File: src/hdl/level_meter_ballistics_defines.svh
// Assertion macros used by the level meter ballistics core RTL.
`ifndef LEVEL_METER_BALLISTICS_DEFINES_SVH
`define LEVEL_METER_BALLISTICS_DEFINES_SVH

// Property that must hold at every clock edge outside reset.
`define LMB_ASSERT(label, prop, msg) \
  label: assert property (@(posedge clk) disable iff (!rst_n) (prop)) else $error(msg);

// Property whose consequent must hold in the cycle after its trigger.
`define LMB_ASSERT_NEXT(label, trig, cons, msg) \
  label: assert property (@(posedge clk) disable iff (!rst_n) (trig) |=> (cons)) \
    else $error(msg);

`endif

File: src/hdl/lmb_pkg.sv
// Shared constants and types for the level meter ballistics block.
package lmb_pkg;

  // Configuration register indexes.
  localparam int CFG_IDX_BITS = 3;
  localparam logic [CFG_IDX_BITS-1:0] CFG_FALL_COEFF      = 3'd0;
  localparam logic [CFG_IDX_BITS-1:0] CFG_READOUT_COEFF   = 3'd1;
  localparam logic [CFG_IDX_BITS-1:0] CFG_PEAK_HOLD_TICKS = 3'd2;
  localparam logic [CFG_IDX_BITS-1:0] CFG_CLIP_HOLD_TICKS = 3'd3;
  localparam logic [CFG_IDX_BITS-1:0] CFG_CLIP_THRESHOLD  = 3'd4;
  localparam logic [CFG_IDX_BITS-1:0] CFG_READOUT_SOURCE  = 3'd5;

  // Readout source codes; any code other than rms follows the peak.
  localparam logic [1:0] SRC_RMS  = 2'd1;
  localparam logic [1:0] SRC_BOTH = 2'd2;

  // Reset values of the registers before truncation to their widths.
  localparam int FALL_COEFF_RST    = 2820;
  localparam int READOUT_COEFF_RST = 32768;
  localparam int PEAK_HOLD_RST     = 45;
  localparam int CLIP_HOLD_RST     = 90;

  // Control passed from the channel stage to the state update.
  typedef struct packed {
    logic adv;    // a word moves from the input register into the state
    logic clear;  // that word is a clear item
  } lmb_step_t;

endpackage

File: src/hdl/lmb_if.sv
// Valid/ready channel interfaces for meter input words and result words.
interface lmb_in_if #(
  parameter int LEVEL_BITS = 16
);
  logic                         valid;
  logic                         ready;
  logic                         mode;
  logic signed [LEVEL_BITS-1:0] peak_level;
  logic signed [LEVEL_BITS-1:0] rms_level;

  modport source (output valid, output mode, output peak_level, output rms_level,
                  input ready);
  modport sink (input valid, input mode, input peak_level, input rms_level,
                output ready);
endinterface

interface lmb_out_if #(
  parameter int LEVEL_BITS = 16
);
  logic                         valid;
  logic                         ready;
  logic signed [LEVEL_BITS-1:0] shown_peak;
  logic signed [LEVEL_BITS-1:0] shown_rms;
  logic signed [LEVEL_BITS-1:0] hold_level;
  logic signed [LEVEL_BITS-1:0] readout_level;
  logic                         clip_active;

  modport source (output valid, output shown_peak, output shown_rms,
                  output hold_level, output readout_level, output clip_active,
                  input ready);
  modport sink (input valid, input shown_peak, input shown_rms,
                input hold_level, input readout_level, input clip_active,
                output ready);
endinterface

File: src/hdl/lmb_approach.sv
// One step of a level toward a target by a fractional coefficient.
module lmb_approach #(
  parameter int LEVEL_BITS = 16,
  parameter int COEFF_BITS = 16
) (
  input  logic signed [LEVEL_BITS-1:0] current,
  input  logic signed [LEVEL_BITS-1:0] target,
  input  logic        [COEFF_BITS-1:0] coeff,
  input  logic                         round_half,
  output logic signed [LEVEL_BITS-1:0] result
);

  localparam int W = LEVEL_BITS + COEFF_BITS + 2;

  logic signed [LEVEL_BITS:0] diff;
  logic signed [W-1:0]        prod;
  logic signed [W-1:0]        bias;
  logic signed [W-1:0]        sum;

  // The step lies between zero and the difference, so the sum never
  // leaves the span of current and target and fits the level width.
  assign diff = (LEVEL_BITS+1)'(target) - (LEVEL_BITS+1)'(current);
  assign prod = W'(diff) * $signed({{(W-COEFF_BITS){1'b0}}, coeff});
  assign bias = round_half ? $signed(W'(1) <<< (COEFF_BITS - 1)) : '0;
  assign sum  = W'(current) + ((prod + bias) >>> COEFF_BITS);
  assign result = sum[LEVEL_BITS-1:0];

endmodule

File: src/hdl/lmb_core.sv
// Configuration registers, meter state and its per-word update.
`include "level_meter_ballistics_defines.svh"

module lmb_core #(
  parameter int LEVEL_BITS    = 16,
  parameter int COEFF_BITS    = 16,
  parameter int COUNT_BITS    = 16,
  parameter int CFG_DATA_BITS = 16
) (
  input  logic                              clk,
  input  logic                              rst_n,
  input  logic                              cfg_wr_en,
  input  logic [lmb_pkg::CFG_IDX_BITS-1:0]  cfg_index,
  input  logic [CFG_DATA_BITS-1:0]          cfg_wr_data,
  input  lmb_pkg::lmb_step_t                step,
  input  logic signed [LEVEL_BITS-1:0]      peak_level,
  input  logic signed [LEVEL_BITS-1:0]      rms_level,
  output logic signed [LEVEL_BITS-1:0]      shown_peak,
  output logic signed [LEVEL_BITS-1:0]      shown_rms,
  output logic signed [LEVEL_BITS-1:0]      hold_level,
  output logic signed [LEVEL_BITS-1:0]      readout_level,
  output logic                              clip_active
);

  localparam logic signed [LEVEL_BITS-1:0] SILENCE =
    LEVEL_BITS'(-100 * (1 << (LEVEL_BITS - 8)));

  // Configuration registers.
  logic        [COEFF_BITS-1:0] fall_coeff_r;
  logic        [COEFF_BITS-1:0] readout_coeff_r;
  logic        [COUNT_BITS-1:0] peak_hold_ticks_r;
  logic        [COUNT_BITS-1:0] clip_hold_ticks_r;
  logic signed [LEVEL_BITS-1:0] clip_threshold_r;
  logic        [1:0]            readout_source_r;

  // Meter state.
  logic signed [LEVEL_BITS-1:0] peak_shown_r, peak_shown_nxt;
  logic signed [LEVEL_BITS-1:0] rms_shown_r, rms_shown_nxt;
  logic signed [LEVEL_BITS-1:0] peak_hold_r, peak_hold_nxt;
  logic        [COUNT_BITS-1:0] hold_counter_r, hold_counter_nxt;
  logic                         clip_flag_r, clip_flag_nxt;
  logic signed [LEVEL_BITS-1:0] clip_peak_r, clip_peak_nxt;
  logic        [COUNT_BITS-1:0] clip_counter_r, clip_counter_nxt;
  logic signed [LEVEL_BITS-1:0] readout_r, readout_nxt;

  logic signed [LEVEL_BITS-1:0] peak_fall, rms_fall, hold_fall, readout_step;
  logic signed [LEVEL_BITS-1:0] readout_target;
  logic        [COUNT_BITS-1:0] hold_dec, clip_dec;

  always_ff @(posedge clk) begin
    if (!rst_n) begin
      fall_coeff_r      <= COEFF_BITS'(lmb_pkg::FALL_COEFF_RST);
      readout_coeff_r   <= COEFF_BITS'(lmb_pkg::READOUT_COEFF_RST);
      peak_hold_ticks_r <= COUNT_BITS'(lmb_pkg::PEAK_HOLD_RST);
      clip_hold_ticks_r <= COUNT_BITS'(lmb_pkg::CLIP_HOLD_RST);
      clip_threshold_r  <= '0;
      readout_source_r  <= lmb_pkg::SRC_BOTH;
    end else if (cfg_wr_en) begin
      unique case (cfg_index)
        lmb_pkg::CFG_FALL_COEFF:      fall_coeff_r      <= cfg_wr_data[COEFF_BITS-1:0];
        lmb_pkg::CFG_READOUT_COEFF:   readout_coeff_r   <= cfg_wr_data[COEFF_BITS-1:0];
        lmb_pkg::CFG_PEAK_HOLD_TICKS: peak_hold_ticks_r <= cfg_wr_data[COUNT_BITS-1:0];
        lmb_pkg::CFG_CLIP_HOLD_TICKS: clip_hold_ticks_r <= cfg_wr_data[COUNT_BITS-1:0];
        lmb_pkg::CFG_CLIP_THRESHOLD:  clip_threshold_r  <= $signed(cfg_wr_data[LEVEL_BITS-1:0]);
        lmb_pkg::CFG_READOUT_SOURCE:  readout_source_r  <= cfg_wr_data[1:0];
        default: ;
      endcase
    end
  end

  lmb_approach #(.LEVEL_BITS(LEVEL_BITS), .COEFF_BITS(COEFF_BITS)) u_peak_fall (
    .current(peak_shown_r), .target(peak_level), .coeff(fall_coeff_r),
    .round_half(1'b0), .result(peak_fall)
  );

  lmb_approach #(.LEVEL_BITS(LEVEL_BITS), .COEFF_BITS(COEFF_BITS)) u_rms_fall (
    .current(rms_shown_r), .target(rms_level), .coeff(fall_coeff_r),
    .round_half(1'b0), .result(rms_fall)
  );

  lmb_approach #(.LEVEL_BITS(LEVEL_BITS), .COEFF_BITS(COEFF_BITS)) u_hold_fall (
    .current(peak_hold_r), .target(peak_level), .coeff(fall_coeff_r),
    .round_half(1'b0), .result(hold_fall)
  );

  lmb_approach #(.LEVEL_BITS(LEVEL_BITS), .COEFF_BITS(COEFF_BITS)) u_readout (
    .current(readout_r), .target(readout_target), .coeff(readout_coeff_r),
    .round_half(1'b1), .result(readout_step)
  );

  assign hold_dec = (hold_counter_r != '0) ? hold_counter_r - 1'b1 : '0;
  assign clip_dec = (clip_counter_r != '0) ? clip_counter_r - 1'b1 : '0;

  // The readout chases the selected level, or the held clip peak when the
  // clip latch is set after this tick and its peak is higher.
  always_comb begin
    readout_target = (readout_source_r == lmb_pkg::SRC_RMS) ? rms_level : peak_level;
    if (clip_flag_nxt && (clip_peak_nxt > readout_target)) begin
      readout_target = clip_peak_nxt;
    end
  end

  always_comb begin
    peak_shown_nxt   = peak_shown_r;
    rms_shown_nxt    = rms_shown_r;
    peak_hold_nxt    = peak_hold_r;
    hold_counter_nxt = hold_counter_r;
    clip_flag_nxt    = clip_flag_r;
    clip_peak_nxt    = clip_peak_r;
    clip_counter_nxt = clip_counter_r;
    readout_nxt      = readout_r;
    if (step.clear) begin
      peak_hold_nxt    = SILENCE;
      hold_counter_nxt = '0;
      clip_flag_nxt    = 1'b0;
      clip_peak_nxt    = SILENCE;
      clip_counter_nxt = '0;
    end else begin
      peak_shown_nxt = (peak_level >= peak_shown_r) ? peak_level : peak_fall;
      rms_shown_nxt  = (rms_level >= rms_shown_r) ? rms_level : rms_fall;

      if (peak_level >= peak_hold_r) begin
        peak_hold_nxt    = peak_level;
        hold_counter_nxt = peak_hold_ticks_r;
      end else begin
        hold_counter_nxt = hold_dec;
        if (hold_dec == '0) begin
          peak_hold_nxt = hold_fall;
        end
      end

      if (peak_level >= clip_threshold_r) begin
        clip_flag_nxt    = 1'b1;
        clip_counter_nxt = clip_hold_ticks_r;
        if (peak_level > clip_peak_r) begin
          clip_peak_nxt = peak_level;
        end
      end else if (clip_flag_r) begin
        clip_counter_nxt = clip_dec;
        if (clip_dec == '0) begin
          clip_flag_nxt = 1'b0;
          clip_peak_nxt = SILENCE;
        end
      end

      readout_nxt = readout_step;
    end
  end

  always_ff @(posedge clk) begin
    if (!rst_n) begin
      peak_shown_r   <= SILENCE;
      rms_shown_r    <= SILENCE;
      peak_hold_r    <= SILENCE;
      hold_counter_r <= '0;
      clip_flag_r    <= 1'b0;
      clip_peak_r    <= SILENCE;
      clip_counter_r <= '0;
      readout_r      <= SILENCE;
    end else if (step.adv) begin
      peak_shown_r   <= peak_shown_nxt;
      rms_shown_r    <= rms_shown_nxt;
      peak_hold_r    <= peak_hold_nxt;
      hold_counter_r <= hold_counter_nxt;
      clip_flag_r    <= clip_flag_nxt;
      clip_peak_r    <= clip_peak_nxt;
      clip_counter_r <= clip_counter_nxt;
      readout_r      <= readout_nxt;
    end
  end

  assign shown_peak    = peak_shown_r;
  assign shown_rms     = rms_shown_r;
  assign hold_level    = peak_hold_r;
  assign readout_level = readout_r;
  assign clip_active   = clip_flag_r;

  `LMB_ASSERT(a_clip_peak_idle, !clip_flag_r |-> (clip_peak_r == SILENCE), "clip peak kept without clip")
  `LMB_ASSERT_NEXT(a_state_holds, !step.adv, $stable(peak_shown_r) && $stable(readout_r), "state moved without a word")
  `LMB_ASSERT_NEXT(a_clear_drops, step.adv && step.clear, !clip_flag_r && (hold_counter_r == '0) && (peak_hold_r == SILENCE), "clear left hold or clip")
  `LMB_ASSERT_NEXT(a_hold_capture, step.adv && !step.clear && (peak_level >= peak_hold_r), peak_hold_r == $past(peak_level), "new peak not captured by hold")

endmodule

File: src/hdl/level_meter_ballistics.sv
// Level meter ballistics top level: input register, state update, result handshake.
// A word is registered in the input register, then moves into the meter state, which is the result.
// Throughput: one word per cycle while results are taken; the four level updates run in parallel.
// Reset (rst_n low, synchronous) empties both stages, loads the register defaults and
// sets all displayed levels to silence with hold and clip state cleared.
module level_meter_ballistics #(
  parameter int  LEVEL_BITS = 16,
  parameter int  COEFF_BITS = 16,
  parameter int  COUNT_BITS = 16,
  localparam int CFG_DATA_BITS =
    (LEVEL_BITS >= COEFF_BITS && LEVEL_BITS >= COUNT_BITS) ? LEVEL_BITS :
    (COEFF_BITS >= COUNT_BITS) ? COEFF_BITS : COUNT_BITS
) (
  input  logic                             clk,
  input  logic                             rst_n,
  input  logic                             cfg_wr_en,
  input  logic [lmb_pkg::CFG_IDX_BITS-1:0] cfg_index,
  input  logic [CFG_DATA_BITS-1:0]         cfg_wr_data,
  lmb_in_if.sink                           in_ch,
  lmb_out_if.source                        out_ch
);

  // The input register holds one word until the state can take it. The
  // meter state itself is the result register: it only changes when a
  // word advances, and a word only advances when the previous result has
  // been taken or is being taken in the same cycle.
  logic                         in_v_r;
  logic                         in_mode_r;
  logic signed [LEVEL_BITS-1:0] in_peak_r;
  logic signed [LEVEL_BITS-1:0] in_rms_r;
  logic                         out_v_r;
  logic                         in_ready;
  lmb_pkg::lmb_step_t           step;

  assign step.adv   = in_v_r && (!out_v_r || out_ch.ready);
  assign step.clear = in_mode_r;

  // The input register frees up in the same cycle its word advances, so a
  // new word can follow every cycle while results are drained.
  assign in_ready    = !in_v_r || step.adv;
  assign in_ch.ready = in_ready;

  always_ff @(posedge clk) begin
    if (!rst_n) begin
      in_v_r <= 1'b0;
    end else if (in_ready) begin
      in_v_r <= in_ch.valid;
    end
  end

  always_ff @(posedge clk) begin
    if (in_ch.valid && in_ready) begin
      in_mode_r <= in_ch.mode;
      in_peak_r <= in_ch.peak_level;
      in_rms_r  <= in_ch.rms_level;
    end
  end

  // A result stays valid until taken; a new one replaces it in the same
  // cycle it is taken.
  always_ff @(posedge clk) begin
    if (!rst_n) begin
      out_v_r <= 1'b0;
    end else if (step.adv) begin
      out_v_r <= 1'b1;
    end else if (out_ch.ready) begin
      out_v_r <= 1'b0;
    end
  end

  assign out_ch.valid = out_v_r;

  lmb_core #(
    .LEVEL_BITS(LEVEL_BITS),
    .COEFF_BITS(COEFF_BITS),
    .COUNT_BITS(COUNT_BITS),
    .CFG_DATA_BITS(CFG_DATA_BITS)
  ) u_core (
    .clk          (clk),
    .rst_n        (rst_n),
    .cfg_wr_en    (cfg_wr_en),
    .cfg_index    (cfg_index),
    .cfg_wr_data  (cfg_wr_data),
    .step         (step),
    .peak_level   (in_peak_r),
    .rms_level    (in_rms_r),
    .shown_peak   (out_ch.shown_peak),
    .shown_rms    (out_ch.shown_rms),
    .hold_level   (out_ch.hold_level),
    .readout_level(out_ch.readout_level),
    .clip_active  (out_ch.clip_active)
  );

endmodule
File: src/flat_wrapper.sv
// flat-port wrapper written by rule: the top's interface ports become plain ports
module level_meter_ballistics_flat 
#(
  parameter int  LEVEL_BITS = 16,
  parameter int  COEFF_BITS = 16,
  parameter int  COUNT_BITS = 16,
  localparam int CFG_DATA_BITS =
    (LEVEL_BITS >= COEFF_BITS && LEVEL_BITS >= COUNT_BITS) ? LEVEL_BITS :
    (COEFF_BITS >= COUNT_BITS) ? COEFF_BITS : COUNT_BITS
)
  (clk, rst_n, cfg_wr_en, cfg_index, cfg_wr_data, in_ch_valid, in_ch_mode, in_ch_peak_level, in_ch_rms_level, in_ch_ready, out_ch_valid, out_ch_shown_peak, out_ch_shown_rms, out_ch_hold_level, out_ch_readout_level, out_ch_clip_active, out_ch_ready);
  lmb_in_if #(.LEVEL_BITS(LEVEL_BITS)) in_ch_i ();
  lmb_out_if #(.LEVEL_BITS(LEVEL_BITS)) out_ch_i ();
  input  logic clk;
  input  logic rst_n;
  input  logic cfg_wr_en;
  input  logic [lmb_pkg::CFG_IDX_BITS-1:0] cfg_index;
  input  logic [CFG_DATA_BITS-1:0] cfg_wr_data;
  input wire logic [$bits(in_ch_i.valid)-1:0] in_ch_valid;
  input wire logic [$bits(in_ch_i.mode)-1:0] in_ch_mode;
  input wire logic [$bits(in_ch_i.peak_level)-1:0] in_ch_peak_level;
  input wire logic [$bits(in_ch_i.rms_level)-1:0] in_ch_rms_level;
  output wire logic [$bits(in_ch_i.ready)-1:0] in_ch_ready;
  output wire logic [$bits(out_ch_i.valid)-1:0] out_ch_valid;
  output wire logic [$bits(out_ch_i.shown_peak)-1:0] out_ch_shown_peak;
  output wire logic [$bits(out_ch_i.shown_rms)-1:0] out_ch_shown_rms;
  output wire logic [$bits(out_ch_i.hold_level)-1:0] out_ch_hold_level;
  output wire logic [$bits(out_ch_i.readout_level)-1:0] out_ch_readout_level;
  output wire logic [$bits(out_ch_i.clip_active)-1:0] out_ch_clip_active;
  input wire logic [$bits(out_ch_i.ready)-1:0] out_ch_ready;
  assign in_ch_i.valid = in_ch_valid;
  assign in_ch_i.mode = in_ch_mode;
  assign in_ch_i.peak_level = in_ch_peak_level;
  assign in_ch_i.rms_level = in_ch_rms_level;
  assign in_ch_ready = in_ch_i.ready;
  assign out_ch_valid = out_ch_i.valid;
  assign out_ch_shown_peak = out_ch_i.shown_peak;
  assign out_ch_shown_rms = out_ch_i.shown_rms;
  assign out_ch_hold_level = out_ch_i.hold_level;
  assign out_ch_readout_level = out_ch_i.readout_level;
  assign out_ch_clip_active = out_ch_i.clip_active;
  assign out_ch_i.ready = out_ch_ready;
  level_meter_ballistics #(.LEVEL_BITS(LEVEL_BITS), .COEFF_BITS(COEFF_BITS), .COUNT_BITS(COUNT_BITS)) u_core (.clk(clk), .rst_n(rst_n), .cfg_wr_en(cfg_wr_en), .cfg_index(cfg_index), .cfg_wr_data(cfg_wr_data), .in_ch(in_ch_i), .out_ch(out_ch_i));
endmodule
File: config.mk
export PLATFORM = sky130hd
export DESIGN_NAME = level_meter_ballistics_flat
export DESIGN_NICKNAME = d
export VERILOG_FILES = /design/src/hdl/lmb_pkg.sv /design/src/hdl/lmb_if.sv /design/src/hdl/lmb_approach.sv /design/src/hdl/lmb_core.sv /design/src/hdl/level_meter_ballistics.sv /design/src/flat_wrapper.sv
export VERILOG_INCLUDE_DIRS = /design/src /design/src/hdl
export SDC_FILE = /design/constraint.sdc
export NUM_CORES = 2
export LEC_CHECK = 0
export ABC_AREA = 1
export ABC_CLOCK_PERIOD_IN_PS = 12700
export BUFFER_PORTS_ARGS = -buffer_cell sky130_fd_sc_hd__buf_2
export CORE_UTILIZATION = 66
export CTS_CLUSTER_DIAMETER = 100
export DETAILED_ROUTE_END_ITERATION = 8
export GPL_TIMING_DRIVEN = 0
export PLACE_DENSITY = 0.81
export REMOVE_ABC_BUFFERS = 1
export SETUP_SLACK_MARGIN = 0.05
export SLEW_MARGIN = 10
export SYNTH_ARGS = -nofsm -noshare
export SYNTH_HDL_FRONTEND = slang
export SYNTH_SLANG_ARGS = --single-unit
File: constraint.sdc
create_clock -name clk -period 12.7 [get_ports clk]
set_clock_uncertainty 0.05 [all_clocks]
set_input_delay 0.635 -clock clk [delete_from_list [all_inputs] [get_ports clk]]
set_output_delay 0.635 -clock clk [all_outputs]
set_load 0.03 [all_outputs]
Word-level counts from Yosys, hierarchy flattened
Index checks and enable logic that the tools add are counted.
{"block": "totals", "regBits": 230, "input_bits": 57, "out_inout_bits": 67, "wordCells": 96}
{"block": "op_classes", "add_sub_neg": 11, "mul": 4, "order_cmp": 6, "n_eq_ne": 6, "muxes": 25, "bitwise": 1, "n_reduce_logical": 24}
{"operator": "$mux W16", "n": 19}
{"operator": "$mul A17 B17 Y32", "n": 4}
{"operator": "$sub A16 B16 Y17", "n": 4}
{"operator": "$add A16 B16 Y16", "n": 4}
{"operator": "$ge A16 B16 Y1", "n": 4}
{"operator": "$add A32 B17 Y32 const B", "n": 1}
{"operator": "$gt A16 B16 Y1", "n": 2}
{"operator": "$logic_not A16 Y1", "n": 2}
{"operator": "$reduce_bool A16 Y1", "n": 2}
{"operator": "$sub A16 B1 Y16 const B", "n": 2}
{"operator": "$reduce_and A2 Y1", "n": 9}
{"operator": "$eq A3 B2 Y1 const B", "n": 2}
{"operator": "$eq A3 B3 Y1 const B", "n": 2}
{"operator": "$mux W1", "n": 6}
{"operator": "$reduce_bool A3 Y1", "n": 2}
{"operator": "$eq A3 B1 Y1 const B", "n": 1}
{"operator": "$logic_and A1 B1 Y1", "n": 3}
{"operator": "$logic_not A3 Y1", "n": 1}
{"operator": "$eq A2 B1 Y1 const B", "n": 1}
{"operator": "$logic_not A1 Y1", "n": 2}
{"operator": "$logic_or A1 B1 Y1", "n": 2}
{"operator": "$reduce_bool A2 Y1", "n": 1}
{"operator": "$not A1 Y1", "n": 1}

Depth between registers and ports, before layout
{"block": "logic_depth", "word_depth": 14, "mapped_depth": 76, "depth_no_buf": 75}

By module
Synthesis repeated with hierarchy kept, for this count alone.
{"block": "hier_totals", "cells_unflattened": 8393, "hier_area_um2": 62238.4}
{"module": "lmb_core", "instances": 1, "cells_per_inst": 2029, "area_per_inst_um2": 12793.5, "seq_area_each_um2": 3903.7}
{"module": "lmb_approach at u_core.u_core.u_readout", "instances": 1, "cells_per_inst": 1629, "area_per_inst_um2": 12298.0, "seq_area_each_um2": 0.0}
{"module": "lmb_approach at u_core.u_core.u_peak_fall", "instances": 1, "cells_per_inst": 1589, "area_per_inst_um2": 12111.6, "seq_area_each_um2": 0.0}
{"module": "lmb_approach at u_core.u_core.u_rms_fall", "instances": 1, "cells_per_inst": 1561, "area_per_inst_um2": 12040.3, "seq_area_each_um2": 0.0}
{"module": "lmb_approach at u_core.u_core.u_hold_fall", "instances": 1, "cells_per_inst": 1539, "area_per_inst_um2": 11908.9, "seq_area_each_um2": 0.0}
{"module": "level_meter_ballistics", "instances": 1, "cells_per_inst": 46, "area_per_inst_um2": 1086.0, "seq_area_each_um2": 1031.0}

Worst setup path after synthesis
No wires, ideal clock.
{"block": "synth_path", "path_type": "register to register", "startpoint": "register u_core.in_peak_r[1]", "endpoint": "register u_core.u_core.readout_r[15] (netlist: u_core.u_core.readout_level[15])", "setup_time_ns": 0.130, "t_arrival_ns": 11.104, "slack_ns": 1.416, "path_stages_with_launch": 67, "n_path_buf": 2, "period_less_slack_ns": 11.284, "cell_sequence": "edfxtp_1 ha_1 a21oi_1 o21ai_0 nand2_1 o211ai_1 nand2_1 a21o_1 nand3_1 clkbuf_1 o21ai_0 nand2_1 nand3_1 ha_1 nand2_1 nor4_1 nand2_1 nand3_1 [31 not listed] o21ai_0 nand3_1 nand2_1 a21oi_1 o21ai_0 xor2_1 ha_1 a21oi_1 inv_1 o21ai_0 nand2_1 a31oi_1 nand3b_1 nand2_1 nand2_1 nand3_1 nand2_1 nand3_1"}
{"block": "synth_between", "elab_chain_len": 11, "word_cells_on_any_way": 15, "cone_classes": "3 x add/sub; 1 x mul; 3 x order compare; 7 x mux; 1 x reduce/logical"}
{"element": "start, declared", "line_no": "level_meter_ballistics.sv:29", "source": "logic signed [LEVEL_BITS-1:0] in_peak_r;"}
{"element": "start signal, assigned", "line_no": "level_meter_ballistics.sv:54", "source": "in_peak_r <= in_ch.peak_level;"}
{"element": "$gt A16 B16 Y1", "line_no": "lmb_core.sv:135", "source": "if (peak_level > clip_peak_r) begin"}
{"element": "$mux W16", "line_no": "lmb_core.sv:135"}
{"element": "$mux W16 *", "line_no": "lmb_core.sv:132", "source": "if (peak_level >= clip_threshold_r) begin"}
{"element": "$mux W16 *", "line_no": "lmb_core.sv:112", "source": "if (step.clear) begin"}
{"element": "via u_core.u_core.clip_peak_nxt[15]", "line_no": "lmb_core.sv:42", "source": "logic signed [LEVEL_BITS-1:0] clip_peak_r, clip_peak_nxt;"}
{"element": "$gt A16 B16 Y1", "line_no": "lmb_core.sv:98", "source": "if (clip_flag_nxt && (clip_peak_nxt > readout_target)) begin"}
{"element": "$logic_and A1 B1 Y1", "line_no": "lmb_core.sv:98"}
{"element": "$mux W16 *", "line_no": "lmb_core.sv:98"}
{"element": "$sub A16 B16 Y17 *", "line_no": "lmb_approach.sv:22", "source": "assign diff = (LEVEL_BITS+1)'(target) - (LEVEL_BITS+1)'(current);"}
{"element": "$mul A17 B17 Y32 *", "line_no": "lmb_approach.sv:23", "source": "assign prod = W'(diff) * $signed({{(W-COEFF_BITS){1'b0}}, coeff});"}
{"element": "$add A32 B17 Y32 *", "line_no": "lmb_approach.sv:25", "source": "assign sum = W'(current) + ((prod + bias) >>> COEFF_BITS);"}
{"element": "$add A16 B16 Y16 *", "line_no": "lmb_approach.sv:25"}
{"element": "end signal, assigned", "line_no": "lmb_core.sv:168", "source": "readout_r <= readout_nxt;"}
{"element": "end, declared", "line_no": "lmb_core.sv:44", "source": "logic signed [LEVEL_BITS-1:0] readout_r, readout_nxt;"}
Mark *: on every way through the listed nets, which the timed path passes. The rest lies on a longest branch.
A chain may end at the register's enable or synchronous reset.

Worst setup path in the final report
{"block": "layout_path", "startpoint": "register u_core.in_peak_r[3]", "endpoint": "register u_core.u_core.readout_r[15] (netlist: u_core.u_core.readout_level[15])"}
The elaborated chain is that of the path after synthesis.

==> out/metrics.cfg <==
[floorplanning]
start_util=0.6695
io_pins=124
die_area_um2=87960
die_h_um=296.6
fp.dieW_um=296.6
core.rowCount=107
core_region_area_um2=85550

[finish]
layout_common_cells=inv_1, nand2_1, fa_1, nor2_1, ha_1
final_util=0.7252
drive_above_1_share=0.07384
synthToLayoutAreaGrowth_pct=8.319
layout_commonest_cell=inv_1
final_cell_area_um2=62040
fin_nets=9240

[run]
maxCapViolCount=0

[logic_synthesis]
synthSimpleGateAreaFrac=0.1853
synth_xor_xnor_area_share=0.02431
synth_fa_ha_area_frac=0.4855
synth_top_family_by_area=adder cells
synth_area_per_cell_um2=7.605
yosysTopAreaCell=fa_1
synth_cell_types=51
synthTopCellsByArea=fa_1, inv_1, ha_1, nand2_1, dfxtp_1
synthesis.area_um2=57270
ys.flop_type=dfxtp_1
syn_inst=7531
ys_ff_latch=230
synth-compound-area-share=0.08417
synth-seq-area-share=0.08616
synth-edff-count=33
synth_top_area_frac=0.3737
ys_async_sr_fraction=0
yosysWarningCount=0
synth_mux_area_frac=0

[global_routing]
grt_pass1_wl_um=266700
use_met1=0.5397
use_met2=0.6000
use_met3=0.09130
grt_use_total=0.3951
grt_start_max_net_pins=71
grt_busiest_layer=met2
grt_pass1_vias=49720
antenna_found_initial=3
grt_overflow=0

[timing]
hold_viol=0
max_slew.worst_pin.slew_ns=1.241
drv_slew=0
finalCriticalPeriod_ns=12.49
setup_viol=0
max_slew_margin=0.1673
min_period_over_period=0.9837
fin_tns_setup_ns=0
final.setup.worst_slack_ns=0.2075
max_freq_mhz=80.05

[worst_setup_path]
crit_top_cell=nand2_1
crit_slowest_cell=fa_1
worst_ep_arrival_time_ns=12.94
cp_max_fo=8
path_buf_inv=13
worst-setup-path-type=reg -> reg
cp_data_required_time_ns=13.14
critPathTopFamily=adder cells
endpoint_kind=flip-flop
cpPeakStageDelay_ns=0.55
critical_path.startpoint_type=flip-flop

[clocking]
cts_buffers=29
worstSkewPairLatency_ns=0.64
ctsHoldBuffers=0
cts_max_level=1
clk_pin_slew_ns=0.06
clock_path_buffers=3
clockRootBuffer=clkbuf_16
clock_sinks=230
cts_tree=built

[route]
route.antenna.remaining_nets=0
dr.pass1.iters=9
vias=50750
first_iter_violations=4891
drc=0
via_per_inst=5.785
drt-total-wl_um=173600
wl_per_cell_um=19.79

[place]
dpl.hpwl_um=135300
pre_cts_ws_ns=-2.313
gp_congestion=1.004
placed_area_um2=58970
numPortBuffers=123

[min_path]
hold_class=in -> reg

[status]
outcome=completed

layout make-up:
cell class              count  area (um^2)
clock buffers              32        737.0
multi-input cells        5270        45740
diodes                      3        7.507
flip-flops and latches    230         4949
clock inverters            22        295.3
fillers                  6715        23510
repair buffers            255         2021
well taps                1144         1431
inverters                1816         6859
synthesized netlist by cell type (all sizes together) (5+ instances only):
cell type,instances
a211oi,9
nand3b,23
o21bai,23
ha,512
xnor2,60
dfxtp,197
nand4,36
fa,1069
o31ai,7
o211ai,30
nor2,780
clkinv,22
nand3,186
edfxtp,33
xor2,99
o221ai,5
or2,45
a31oi,25
a21o,24
o21a,7
nor3,41
buf,37
clkbuf,186
nor4,12
nand2,1503
o21ai,323
inv,1794
a21oi,424
cells by family (layout without fill, tap and decap cells):
group | count (synthesis) | in the layout
flops | 230 | 230
fa+ha+maj | 1581 | 1581
other cells | 0 | 3
simple gates | 2630 | 2638
compound gates | 892 | 892
buf+inv | 2039 | 2125
xor+xnor | 159 | 159
routing by layer:
layer	part of all wire	vias up
met5	0.000069	-
met4	0.058	2
met3	0.12	588
met2	0.44	2704
met1	0.39	24680
li1	-	22770
worst reg2reg max path, delay by kind of cell, from the launching register on:
kind / cells / cell delay (ns)
fa+ha+maj: 12 / 4.88
simple gates: 33 / 3.84
compound gates: 9 / 1.69
buf+inv: 13 / 1.18
flops: 1 / 0.47
xor+xnor: 1 / 0.23
worst paths after layout:
kind,depth (start not counted),to,slack (ns),startpoint
setup / recovery,68,u_core.u_core.readout_level[15],0.21,u_core.in_peak_r[3]
hold / removal,1,u_core.in_rms_r[10],0.13,in_ch_rms_level[10]
setup reg to reg,68,u_core.u_core.readout_level[15],0.21,u_core.in_peak_r[3]
hold reg to reg,2,u_core.u_core.peak_hold_ticks_r[5],0.40,u_core.u_core.peak_hold_ticks_r[5]
state kept, by name, indices dropped and copies added (netlist names):
register	count
u_core.u_core.readout_level	16
u_core.u_core.clip_hold_ticks_r	16
u_core.u_core.readout_source_r	2
u_core.u_core.fall_coeff_r	16
u_core.u_core.hold_counter_r	16
u_core.in_mode_r	1
u_core.u_core.clip_active	1
u_core.u_core.shown_rms	16
u_core.u_core.clip_peak_r	16
u_core.u_core.peak_hold_ticks_r	16
u_core.in_peak_r	16
u_core.out_ch.valid	1
u_core.u_core.readout_coeff_r	16
u_core.in_rms_r	16
u_core.u_core.hold_level	16
u_core.u_core.clip_threshold_r	16
u_core.u_core.clip_counter_r	16
u_core.in_v_r	1
u_core.u_core.shown_peak	16
through the flow:
| step | hold WS (ns) | std cells |
|---|---|---|
| floorplan | 0.3736 | 7308 |
| global route | 0.1222 | 8769 |
| CTS | 0.1080 | 8707 |
| global placement | 0.3835 | 8575 |
| finish | 0.1264 | 8772 |
| detailed placement | 0.3895 | 8597 |
what timing repair did:
action	in CTS	in global routing
gates cloned	3	5
buffers inserted	53	57
endpoints found under the setup margin	16	13
gates resized for setup	49	197
pin swaps	7	75
Power is left out: the tool's default activity adds up to more than one toggle a clock period on the data nets, which glitch-free logic cannot reach.
